$ cat src/sv/sacl_pkg.sv
// ----------------------------------------------------------------------------
// sacl_pkg - shared types and constants of the LRU cache directory
// Access kinds, register map, the clamped register set and the command and
// status groups between the controller and the datapath.
// ----------------------------------------------------------------------------
package sacl_pkg;

   // default geometry
   localparam int MAX_SET_BITS_DEF = 6;
   localparam int MAX_WAYS_DEF     = 8;

   // fixed field widths
   localparam int ADDR_W  = 32;
   localparam int KIND_W  = 3;
   localparam int TAG_W   = 31;
   localparam int STAMP_W = 32;
   localparam int CNT_W   = 32;
   localparam int SETB_W  = 4;    // holds a clamped set-index bit count
   localparam int WAYC_W  = 6;    // holds a clamped way count
   localparam int OFFB_W  = 5;
   localparam int SHIFT_W = 6;    // set bits plus offset bits
   localparam int CSR_AW  = 4;
   localparam int CSR_DW  = 32;
   localparam int RSP_W   = 104;

   // access kinds
   localparam logic [KIND_W-1:0] KIND_LOAD   = 3'd0;
   localparam logic [KIND_W-1:0] KIND_STORE  = 3'd1;
   localparam logic [KIND_W-1:0] KIND_MODIFY = 3'd2;
   localparam logic [KIND_W-1:0] KIND_FETCH  = 3'd3;

   // register indexes (byte address = 4 * index)
   localparam logic [1:0] REG_SET_BITS = 2'd0;
   localparam logic [1:0] REG_WAYS     = 2'd1;
   localparam logic [1:0] REG_OFF_BITS = 2'd2;

   // one directory entry
   typedef struct packed {
      logic               valid;
      logic [TAG_W-1:0]   tag;
      logic [STAMP_W-1:0] stamp;
   } line_type;

   // register values after range clamping
   typedef struct packed {
      logic [SETB_W-1:0] set_bits;
      logic [WAYC_W-1:0] ways;
      logic [OFFB_W-1:0] off_bits;
   } cfg_type;

   typedef enum logic [2:0] {
      ST_CLEAR,
      ST_IDLE,
      ST_SCAN,
      ST_DRAIN,
      ST_UPDATE,
      ST_FINISH
   } state_type;

   typedef struct packed {
      logic clear;
      logic load;
      logic scan;
      logic update;
      logic finish;
   } cmd_type;

   typedef struct packed {
      logic clear_last;
      logic is_lookup;
      logic last_way;
      logic out_free;
   } stat_type;

endpackage

$ cat src/sv/sacl_ctrl.sv
// ----------------------------------------------------------------------------
// sacl_ctrl - access sequencer
// Clears the directory after reset, then walks each lookup through way scan,
// write-back and result transfer; other kinds go straight to result transfer.
// ----------------------------------------------------------------------------
module sacl_ctrl (
   input  logic               clock,
   input  logic               reset,
   input  logic               req_tvalid,
   output logic               req_tready,
   input  sacl_pkg::stat_type st,
   output sacl_pkg::cmd_type  cmd
);
   import sacl_pkg::*;

   state_type state_ff, state_in;

   // next state
   always_comb begin
      state_in = state_ff;
      case (state_ff)
         ST_CLEAR:  if (st.clear_last) state_in = ST_IDLE;
         ST_IDLE:   if (req_tvalid) state_in = ST_SCAN;
         ST_SCAN: begin
            if (!st.is_lookup)
               state_in = ST_FINISH;
            else if (st.last_way)
               state_in = ST_DRAIN;
         end
         ST_DRAIN:  state_in = ST_UPDATE;
         ST_UPDATE: state_in = ST_FINISH;
         ST_FINISH: if (st.out_free) state_in = ST_IDLE;
         default:   state_in = ST_IDLE;
      endcase
   end

   always_ff @(posedge clock) begin
      if (reset) begin
         state_ff <= ST_CLEAR;
      end else begin
         state_ff <= state_in;
      end
   end

   // commands
   always_comb begin
      req_tready = 1'b0;
      cmd        = '0;
      case (state_ff)
         ST_CLEAR:  cmd.clear = 1'b1;
         ST_IDLE: begin
            req_tready = 1'b1;
            cmd.load   = req_tvalid;
         end
         ST_SCAN:   cmd.scan   = st.is_lookup;
         ST_DRAIN:  ;
         ST_UPDATE: cmd.update = 1'b1;
         ST_FINISH: cmd.finish = st.out_free;
         default:   ;
      endcase
   end

endmodule

$ cat config.mk
export PLATFORM = sky130hd
export DESIGN_NAME = sacl_ctrl
export DESIGN_NICKNAME = d
export VERILOG_FILES = /design/src/sv/sacl_pkg.sv /design/src/sv/sacl_ctrl.sv
export SDC_FILE = /design/constraint.sdc
export NUM_CORES = 1
export LEC_CHECK = 0
export ABC_AREA = 1
export BUFFER_PORTS_ARGS = -buffer_cell sky130_fd_sc_hd__buf_2
export CORE_AREA = 2 2 39 41
export CTS_BUF_LIST = sky130_fd_sc_hd__clkbuf_16
export DETAILED_ROUTE_END_ITERATION = 16
export DIE_AREA = 0 0 41 43
export SYNTH_ARGS = -nofsm -noshare
export SYNTH_HDL_FRONTEND = slang
export SYNTH_SLANG_ARGS = --single-unit
$ cat constraint.sdc
create_clock -name clock -period 1.1 [get_ports clock]
set_clock_uncertainty 0.2 [all_clocks]
set_input_delay 0.055 -clock clock [delete_from_list [all_inputs] [get_ports clock]]
set_output_delay 0.055 -clock clock [all_outputs]
set_load 0.01 [all_outputs]
# ---- After elaboration in Yosys (flattened, before gate mapping)
# Cells that the tools add are included.
dict set report totals {
  reg_bits 3
  wordCells 24
  input_bits 7
}
dict set report classes {
  eq_ne 9
  mux 12
  reduce_logical 2
}
# op n
set op_table {}
lappend op_table {{$pmux W3 S6} 1}
lappend op_table {{$mux W3} 5}
lappend op_table {{$eq A3 B2 Y1 const B} 2}
lappend op_table {{$eq A3 B3 Y1 const B} 2}
lappend op_table {{$mux W1} 6}
lappend op_table {{$ne A2 B2 Y1 const B} 3}
lappend op_table {{$reduce_and A4 Y1} 1}
lappend op_table {{$eq A3 B1 Y1 const B} 1}
lappend op_table {{$logic_not A3 Y1} 1}
lappend op_table {{$ne A3 B3 Y1 const B} 1}

# ---- Depth between registers and ports, before layout
dict set report logic_depth {
  ltp_word 3
  ltp_mapped 7
  mapped_depth_nobuf 7
}

# ---- Worst setup path before layout
# OpenSTA, ideal clock, no wires.
dict set report synth_path {
  path_kind {register to register}
  start {register state_ff[0]}
  end {register state_ff[1]}
  path_slack_ns -0.082
  t_required_ns 0.785
  t_arrival_ns 0.867
  setup_ns 0.115
  stages_incl_launch_ff 7
  path_buffers 0
  path_cell_list {dfxtp_1 nor2_1 nand2_2 nor2_2 nor2_4 a21oi_1 nor2_1}
}
dict set report synth_between {
  elab_chain_cells 3
  elab_cells_between_ends 12
  classes_between {eq/ne: 9; mux: 1; reduce/logical: 2}
}
# item line
set synth_lines {}
lappend synth_lines {{start, declared} sacl_ctrl.sv:16} ;# state_type state_ff, state_in;
lappend synth_lines {{start signal, assigned} sacl_ctrl.sv:41} ;# state_ff <= state_in;
lappend synth_lines {{$eq A3 B2 Y1, or another cell as far along} sacl_ctrl.sv:21} ;# case (state_ff)
lappend synth_lines {{$ne A3 B3 Y1 (no line) or $ne A2 B2 Y1 (tied branches)} --}
lappend synth_lines {{$reduce_and A4 Y1 (no line)} --}
# Several ways; a longest one is shown, not always the timed one.
# A chain may end at the register's enable or synchronous reset.

==> reports/qor.yml <==
route.met3.wl_um: 13
syn_to_final_growth_pct: 143
power.density_nw_per_um2: 2710
cap_violations: 0
drtAntennaViolNets: 0
ys_seq_elements: 3
synth_area_leaders: "dfxtp_1, nor2_2, inv_1"
grt_max_degree: 8
vias: 364
fp.dieW_um: 41
final_core_utilization: 0.446
total_power_mw: 1.67
min_period_over_period: 1.19
die-area_um2: 1760
outcome: "finished with violations"
antenna_found_initial: 0
worstSetupPathType: "register to output pin"
cts_tree: "yes"
dr.pass1.iters: 4
routed_wl_um: 782
clockPowerShare: 0.337
tns_ns: -1.53
initial_core_util: 0.184
dp.cells: 76
drc_errors: 0
io_pins: 13
routedWlPerCell_um: 8.99
reg.largest.list: "state_ff: 3 flops"
largest_register_ffs: 3
path_max_fanout: 7
intPower_mw: 1.06
place_area_um2: 385
cts_buffer_depth: 2
worstPathCellList: "inv_6 > buf_4 > nor3_2 > buf_2"
relSlewSlack: 0.864
pwr-share-seq: 0.164
startpoint_type: "register"
synthTopCellsByCount: "inv_1, nor2_1, nand2_1, nor2_2, dfxtp_1"
clkSinkCount: 3
hold_ws_ns: 0.0234
worstPathRequired_ns: 0.84
tightest_slew_ns: 0.203
syn_avg_cell_area_um2: 5.91
syn_inst: 43
grt_usage: 0.103
whs_path_depth: 5
synth_edf_count: 0
dp_slack_ns: -0.138
cts_made_buffers: 3
gp_congestion: 0.626
synth_cell_types: 13
power.share.switching: 0.365
leakage_nw: 0.303
slowest_stage: "dfxtp_4"
worstRegToRegCells: 8
yosysTopAreaCellShare: 0.236
netlist_area_um2: 254
layout.cells.non_filler: 87
met1_length_um: 324
postLayoutSetupSlackWorst_ns: -0.208
post-route-min-period_ns: 1.31
grt_pass1_wl_um: 1210
min_path_type: "input port to register"
insertion_delay_ns: 0.22
combPwrFrac: 0.499
crit_path_end_kind: "output pin"
place.port_buffers: 12
dpl.hpwl_um: 502
cts_root_buffer: "clkbuf_16"
synth_area_leader_cell: "dfxtp_1"
topRoutingLayerUsed: "met3"
final_area_um2: 617
core_area_um2: 1380
yosysSeqAreaShare: 0.236
cpPeakStageDelay_ns: 0.37
hold_violations: 0
vias_per_cell: 4.18
cp.arrival_ns: 1.05
clk_pin_slew_worst_paths_ns: 0.03
ys_async_sr_fraction: 0
netSwitchingPower_uw: 609
die_h_um: 43
diodes: 0
num_rows: 14
yosys_warnings: 0
max-vdd-ir-drop_mv: 0.721
detail_route.iter0.violations: 4
synth_nets: 50
setup_viol: 9
regMostFlops: "state_ff"
htree_levels: 1
violations: "negative setup slack"
rsz0062_at_grt: "yes"
clock.fmax_mhz: 765
drv_slew: 0
route.met2.wl_um: 444
synth_ff_type: "dfxtp_1"
grt_pass1_vias: 334
nNetsFinal: 79
grt_overflow: 0
drive_gt1_frac: 0.704
-- cell usage in the layout, fill, tap and decap left out, drive strengths merged --
| master | count |
|---|---|
| dfxtp | 3 |
| buf | 23 |
| nand3 | 4 |
| clkbuf | 3 |
| inv | 11 |
| nor3 | 1 |
| a21oi | 2 |
| nand2 | 8 |
| nor2 | 14 |
| a31oi | 1 |
| dlygate4sd3 | 1 |
-- repair_timing --
item	in CTS	in global routing
pin swaps	2	2
hold endpoints to repair	3	0
endpoints found under the setup margin	9	9
gates cloned	0	0
resized for setup	9	18
setup buffers	4	2
hold buffers	1	0
-- logic make-up after synthesis --
| group | share of synthesized area |
|---|---|
| AND/OR/NAND/NOR | 0.552 |
| buffers and inverters | 0.148 |
| AO/OA/AOI/OAI | 0.0641 |
| flip-flops | 0.236 |
-- cell type report --
type                       instances  area [um2]
clock inverter                     1        3.75
tap                               16        20.0
sequential                         3        71.3
timing repair buffer              24         176
multi-input combinational         30         223
clock buffer                       3        75.1
inverter                          10        47.5
fill                             140         767
-- worst max-delay path: cells and delay by family, from the launching register on --
kind,cells,cell delay (ns)
AND/OR/NAND/NOR,1,0.12
flip-flops,1,0.37
buffers and inverters,3,0.34
-- power groups by stage --
stage / clock network (mW) / logic [mW] / registers (mW)
floorplan: 0 / 0.363 / 0.224
global placement: 0 / 0.537 / 0.237
detailed placement: 0 / 0.550 / 0.237
CTS: 0.569 / 0.713 / 0.249
global route: 0.588 / 0.906 / 0.279
finish: 0.562 / 0.833 / 0.274
-- worst paths after layout --
check	startpoint	endpoint	slack (ns)
hold reg to reg	state_ff[0]	state_ff[0]	0.39
hold / removal	st[0]	state_ff[2]	0.02
setup reg to reg	state_ff[0]	state_ff[1]	-0.20
setup / recovery	state_ff[2]	cmd[1]	-0.21
-- layer usage --
metal / global-route usage / vias to the layer above
li1: - / 190
met1: 0.105 / 169
met2: 0.172 / 5
met3: 0.0157 / 0
met4: 0.0800 / 0
met5: 0 / -
No activity file was read; power rests on OpenSTA's default activity.
