## src/sv/sacl_pkg.sv

```systemverilog
// ----------------------------------------------------------------------------
// sacl_pkg - shared types and constants of the LRU cache directory
// Access kinds, register map, the clamped register set and the command and
// status groups between the controller and the datapath.
// ----------------------------------------------------------------------------
package sacl_pkg;

   // default geometry
   localparam int MAX_SET_BITS_DEF = 6;
   localparam int MAX_WAYS_DEF     = 8;

   // fixed field widths
   localparam int ADDR_W  = 32;
   localparam int KIND_W  = 3;
   localparam int TAG_W   = 31;
   localparam int STAMP_W = 32;
   localparam int CNT_W   = 32;
   localparam int SETB_W  = 4;    // holds a clamped set-index bit count
   localparam int WAYC_W  = 6;    // holds a clamped way count
   localparam int OFFB_W  = 5;
   localparam int SHIFT_W = 6;    // set bits plus offset bits
   localparam int CSR_AW  = 4;
   localparam int CSR_DW  = 32;
   localparam int RSP_W   = 104;

   // access kinds
   localparam logic [KIND_W-1:0] KIND_LOAD   = 3'd0;
   localparam logic [KIND_W-1:0] KIND_STORE  = 3'd1;
   localparam logic [KIND_W-1:0] KIND_MODIFY = 3'd2;
   localparam logic [KIND_W-1:0] KIND_FETCH  = 3'd3;

   // register indexes (byte address = 4 * index)
   localparam logic [1:0] REG_SET_BITS = 2'd0;
   localparam logic [1:0] REG_WAYS     = 2'd1;
   localparam logic [1:0] REG_OFF_BITS = 2'd2;

   // one directory entry
   typedef struct packed {
      logic               valid;
      logic [TAG_W-1:0]   tag;
      logic [STAMP_W-1:0] stamp;
   } line_type;

   // register values after range clamping
   typedef struct packed {
      logic [SETB_W-1:0] set_bits;
      logic [WAYC_W-1:0] ways;
      logic [OFFB_W-1:0] off_bits;
   } cfg_type;

   typedef enum logic [2:0] {
      ST_CLEAR,
      ST_IDLE,
      ST_SCAN,
      ST_DRAIN,
      ST_UPDATE,
      ST_FINISH
   } state_type;

   typedef struct packed {
      logic clear;
      logic load;
      logic scan;
      logic update;
      logic finish;
   } cmd_type;

   typedef struct packed {
      logic clear_last;
      logic is_lookup;
      logic last_way;
      logic out_free;
   } stat_type;

endpackage

```

## src/sv/sacl_csr.sv

```systemverilog
// ----------------------------------------------------------------------------
// sacl_csr - configuration registers
// APB-style register file for the cache geometry, with range clamping of the
// values handed to the datapath.
// ----------------------------------------------------------------------------
module sacl_csr #(
   parameter int MAX_SET_BITS = sacl_pkg::MAX_SET_BITS_DEF,
   parameter int MAX_WAYS     = sacl_pkg::MAX_WAYS_DEF
) (
   input  logic                          clock,
   input  logic                          reset,
   input  logic                          csr_psel,
   input  logic                          csr_penable,
   input  logic                          csr_pwrite,
   input  logic [sacl_pkg::CSR_AW-1:0]   csr_paddr,
   input  logic [sacl_pkg::CSR_DW-1:0]   csr_pwdata,
   output logic [sacl_pkg::CSR_DW-1:0]   csr_prdata,
   output logic                          csr_pready,
   output sacl_pkg::cfg_type             cfg
);
   import sacl_pkg::*;

   logic [2:0] set_bits_ff, set_bits_in;
   logic [3:0] ways_ff, ways_in;
   logic [4:0] off_bits_ff, off_bits_in;
   logic       wr_en;
   logic [1:0] reg_idx;

   assign csr_pready = 1'b1;
   assign wr_en      = csr_psel & csr_penable & csr_pwrite;
   assign reg_idx    = csr_paddr[3:2];

   // register write
   always_comb begin
      set_bits_in = set_bits_ff;
      ways_in     = ways_ff;
      off_bits_in = off_bits_ff;
      if (wr_en) begin
         case (reg_idx)
            REG_SET_BITS: set_bits_in = csr_pwdata[2:0];
            REG_WAYS:     ways_in     = csr_pwdata[3:0];
            REG_OFF_BITS: off_bits_in = csr_pwdata[4:0];
            default: ;
         endcase
      end
   end

   always_ff @(posedge clock) begin
      if (reset) begin
         set_bits_ff <= 3'd1;
         ways_ff     <= 4'd1;
         off_bits_ff <= 5'd1;
      end else begin
         set_bits_ff <= set_bits_in;
         ways_ff     <= ways_in;
         off_bits_ff <= off_bits_in;
      end
   end

   // readback
   always_comb begin
      case (reg_idx)
         REG_SET_BITS: csr_prdata = CSR_DW'(set_bits_ff);
         REG_WAYS:     csr_prdata = CSR_DW'(ways_ff);
         REG_OFF_BITS: csr_prdata = CSR_DW'(off_bits_ff);
         default:      csr_prdata = '0;
      endcase
   end

   // clamp to the legal ranges; zero acts as one
   always_comb begin
      if (set_bits_ff == 3'd0)
         cfg.set_bits = SETB_W'(1);
      else if (SETB_W'(set_bits_ff) > SETB_W'(MAX_SET_BITS))
         cfg.set_bits = SETB_W'(MAX_SET_BITS);
      else
         cfg.set_bits = SETB_W'(set_bits_ff);

      if (ways_ff == 4'd0)
         cfg.ways = WAYC_W'(1);
      else if (WAYC_W'(ways_ff) > WAYC_W'(MAX_WAYS))
         cfg.ways = WAYC_W'(MAX_WAYS);
      else
         cfg.ways = WAYC_W'(ways_ff);

      cfg.off_bits = (off_bits_ff == 5'd0) ? 5'd1 : off_bits_ff;
   end

endmodule

```

## config.mk

```make
export PLATFORM = sky130hd
export DESIGN_NAME = sacl_csr
export DESIGN_NICKNAME = d
export VERILOG_FILES = /design/src/sv/sacl_pkg.sv /design/src/sv/sacl_csr.sv
export SDC_FILE = /design/constraint.sdc
export NUM_CORES = 1
export LEC_CHECK = 0
export ABC_AREA = 1
export ABC_CLOCK_PERIOD_IN_PS = 1000
export BUFFER_PORTS_ARGS = -buffer_cell sky130_fd_sc_hd__buf_4
export CAP_MARGIN = 10
export CORE_UTILIZATION = 36
export CTS_BUF_LIST = sky130_fd_sc_hd__clkbuf_16
export DETAILED_ROUTE_END_ITERATION = 8
export PLACE_DENSITY_LB_ADDON = 0.15
export SLEW_MARGIN = 20
export SYNTH_ARGS = -nofsm -noshare
export SYNTH_HDL_FRONTEND = slang
export SYNTH_SLANG_ARGS = --single-unit
```

## constraint.sdc

```tcl
create_clock -name clock -period 1 [get_ports clock]
set_clock_uncertainty 0.15 [all_clocks]
set_input_delay 0.05 -clock clock [delete_from_list [all_inputs] [get_ports clock]]
set_output_delay 0.05 -clock clock [all_outputs]
set_load 0.05 [all_outputs]
```

# Word level (Yosys, flattened, before mapping)
# Index checks and enable logic that the tools add are counted.
# classes
n_eq_ne	2
n_reduce_logical	7
mux	6
n_bitwise	2
n_lt_le_gt_ge	2
# ops
cell	count
5-bit case mux with 3 select lines	1
4-bit two-way mux	2
3-bit two-way mux	2
2-bit AND reduction	3
5-bit zero test	1
5-bit two-way mux	1
4-bit greater-than comparator, second input constant	1
4-bit zero test	1
3-bit greater-than comparator, second input constant	1
3-bit zero test	1
1-bit AND	2
2-bit by 1-bit equality test with 1-bit output, second input constant	1
2-bit equality test, second input constant	1
2-bit zero test	1
# totals
inputBits	41
regBits	12
output_inout_bits	48
elab_cells	22

# Depth between registers and ports, before layout
# depth
depth_word	3
mapped_depth	5
mapped_depth_nobuf	5

# Worst setup path after synthesis
# Ideal clock, no wire load.
# synth_path
path_type	register to output
startpoint	reg off_bits_ff[3]
endpoint	out csr_prdata[3] (netlist bit)
path_stages_with_launch	3
arrival_ns	1.471
t_required_ns	0.800
setup_slack_ns	-0.671
n_path_buf	0
cell_sequence	dfxtp_1 inv_1 o21ai_0
# synth_via
elab_chain_len	1
# synth_rtl
element	line_no	text
from (decl)	sacl_csr.sv:25	logic [4:0] off_bits_ff, off_bits_in;
from (signal assigned)	sacl_csr.sv:56	off_bits_ff <= off_bits_in;
5-bit case mux with 3 select lines	sacl_csr.sv:62	case (reg_idx)
to (decl)	sacl_csr.sv:17	output logic [sacl_pkg::CSR_DW-1:0] csr_prdata,
# Every way passes these cells.

# Worst setup path in the final report
# layout_path
startpoint	reg ways_ff[1]
endpoint	out csr_prdata[1] (netlist bit)
# layout_via
elab_chain_len	1
# layout_rtl
element	line_no	text
from (decl)	sacl_csr.sv:24	logic [3:0] ways_ff, ways_in;
from (signal assigned)	sacl_csr.sv:55	ways_ff <= ways_in;
5-bit case mux with 3 select lines	sacl_csr.sv:62	
# Every way passes these cells.

==> flow_summary.json <==
{
  "status": "finished with violations",
  "failed_checks": "setup timing",
  "p_int_w": 0.001131,
  "r2r_start": "off_bits_ff[1]$_SDFFE_PP0P_",
  "setup_viol": 16,
  "area_delta_synth_final_pct": 56.63,
  "fillCellCount": 233,
  "period_minus_slack_ps": 1200,
  "ir_drop_uv": 997.7,
  "clk_pin_slew_ps": 40,
  "slew_violations": 0,
  "fp.dieH_um": 53.19,
  "grt_first_pass_wirelength_um": 3277,
  "finalHoldViolCount": 0,
  "final_area_um2": 1478,
  "synth_top_area_share": 0.2546,
  "synth_seq_cells": 12,
  "ant_nets": 0,
  "antenna_found_initial": 0,
  "dp_cells": 205,
  "avgSynthCellArea_um2": 6.551,
  "drcViolationCount": 0,
  "leakage_nw": 0.6987,
  "crit_start": "ways_ff[1]$_SDFFE_PP0P_",
  "dieArea_um2": 2829,
  "ys.warnings.count": 0,
  "synth_top_cell_by_area": "dfxtp_1",
  "yosysMostFrequentCell": "buf_4",
  "rows": 18,
  "fmax_mhz": 833.6,
  "synth_flop_cell": "dfxtp_1",
  "htreeDepth": 1,
  "cts_num_sinks": 12,
  "num_vias": 877,
  "p_per_area_nw_per_um2": 1194,
  "cts_tree": "yes",
  "worstPathRequired_ps": 800,
  "wirelength_um": 1998,
  "cts_made_buffers": 3,
  "wire_per_inst_um": 9.380,
  "grt_pass1_vias": 793,
  "drt-vias-per-instance": 4.117,
  "ios": 89,
  "drive_gt1_frac": 0.4863,
  "syn-cell-area_um2": 943.4,
  "clkLatencyLatePin_ps": 240,
  "fin_crit_sh": 1.200,
  "utilization": 0.5965,
  "hold_class": "primary input to register",
  "drt_iter0_markers": 13,
  "core_um2": 2477,
  "synthTopCellsByArea": "dfxtp_1, buf_4, nor2_1",
  "setup_tns_ps": -2002,
  "die_width_um": 53.19,
  "worst-endpoint-arrival_ps": 1000,
  "timing.final.ws_setup_ps": -199.6,
  "cp-end-kind": "output port",
  "grt_max_degree": 13,
  "synth_cell_types": 17,
  "rsz0062_at_grt": "true",
  "combPwrFrac": 0.312,
  "power.share.clock": 0.408,
  "hold_start": "csr_pwdata[3]",
  "antennaDiodeCount": 0,
  "overflow": 0,
  "p_sw_frac": 0.3586,
  "globalplace.congestion": 0.7954,
  "grtUsageTotal": 0.1613,
  "synthArstFlopShare": 0,
  "dpl.hpwl_um": 1561,
  "synth_edf_count": 0,
  "root_buffer": "clkbuf_16",
  "drtPass1Iterations": 4,
  "path_class": "register to output port",
  "power.switching_w": 0.0006327,
  "register_area_um2": 267.8,
  "port_buffers": 28,
  "placed_area_um2": 1152,
  "multiInputGateArea_um2": 583.1,
  "crit_path_start_kind": "register",
  "path_max_fanout": 3,
  "fin_nets": 226,
  "yosys-top-cells-count": "buf_4, nor2_1, nand2_1",
  "synth_cells": 144,
  "clk_path_buf_depth": 2,
  "initial_core_util": 0.3808,
  "sequentialPowerShare": 0.280,
  "maxCapViolCount": 0,
  "yosysSeqAreaShare": 0.2546,
  "fin_cells": 213
}
==> through the flow <==
| stage | power [W] | hold WS [ps] | worst slack, ps |
|---|---|---|---|
| final | 0.001764 | 9.313 | -199.6 |
| after global routing | 0.001829 | 40.53 | -261.7 |
| after CTS | 0.001769 | 14.21 | -207.8 |
| after detailed placement | 0.001013 | 144.9 | -86.67 |
| after global placement | 0.001010 | 141.7 | -59.65 |
| after floorplan | 0.001003 | 26.20 | -329.5 |
==> power by group through the flow <==
stage,sequential [W],clock [W],combinational [W]
floorplan,0.000507,0,0.000495
global placement,0.000508,0,0.000502
detailed placement,0.000509,0,0.000505
CTS,0.000500,0.000728,0.000541
global route,0.000496,0.000750,0.000583
finish,0.000494,0.000719,0.000551
==> flip-flops by register name, indices dropped and copies added (netlist names) <==
| name | flops |
|---|---|
| off_bits_ff | 5 |
| ways_ff | 4 |
| set_bits_ff | 3 |
==> logic make-up (layout without fill, tap and decap cells) <==
group / after synthesis / count (layout) / share of synthesized area
other: 2 / 31 / 0.007961
AO/OA/AOI/OAI: 9 / 9 / 0.05702
AND/OR/NAND/NOR: 70 / 70 / 0.3501
buffers and inverters: 51 / 61 / 0.3303
flip-flops: 12 / 12 / 0.2546
==> metal layers <==
layer,GRT usage,vias up,routed length [um]
met5,0,-,0
met4,0.06579,0,29
met3,0.02874,5,114
met2,0.2785,39,976
met1,0.1942,379,877
li1,-,454,-
==> layout make-up <==
class / instances / area share
flip-flops and latches: 12 / 0.1812
well taps: 30 / 0.02540
inverters: 12 / 0.03048
clock buffers: 3 / 0.05080
repair buffers: 46 / 0.3175
multi-input cells: 110 / 0.3946
==> critical path, stage by stage (launching register included) <==
cell,delay [ps]
dfxtp_2,320
inv_2,40
o211ai_1,170
buf_4,230
==> repair_timing <==
item | in CTS | in global routing
buffers inserted | 2 | 1
hold endpoints to repair | 4 | 0
setup endpoints to repair | 17 | 17
pin swaps | 9 | 3
hold buffers | 2 | 0
resized for setup | 52 | 14
==> cell usage in the layout, fill, tap and decap left out, drive strengths merged <==
cell          synthesis  layout
conb                  2      31
nor2                 30      30
clkbuf                7       3
inv                  12      12
dfxtp                12      12
dlymetal6s4s          0       1
buf                  32      44
dlygate4sd3           0       1
nand2                26      26
a31o                  1       1
o21ai                 5       5
a21oi                 1       1
o211ai                2       2
nand3                14      14
==> worst paths after layout <==
kind / endpoint / slack (ps) / depth (start not counted)
max: csr_prdata[1] / -200 / 3
max reg2reg: off_bits_ff[1]$_SDFFE_PP0P_ / 20 / 4
min: ways_ff[3]$_SDFFE_PP0P_ / 9 / 5
min reg2reg: ways_ff[2]$_SDFFE_PP0P_ / 330 / 2
(Power assumes the default switching activity.)
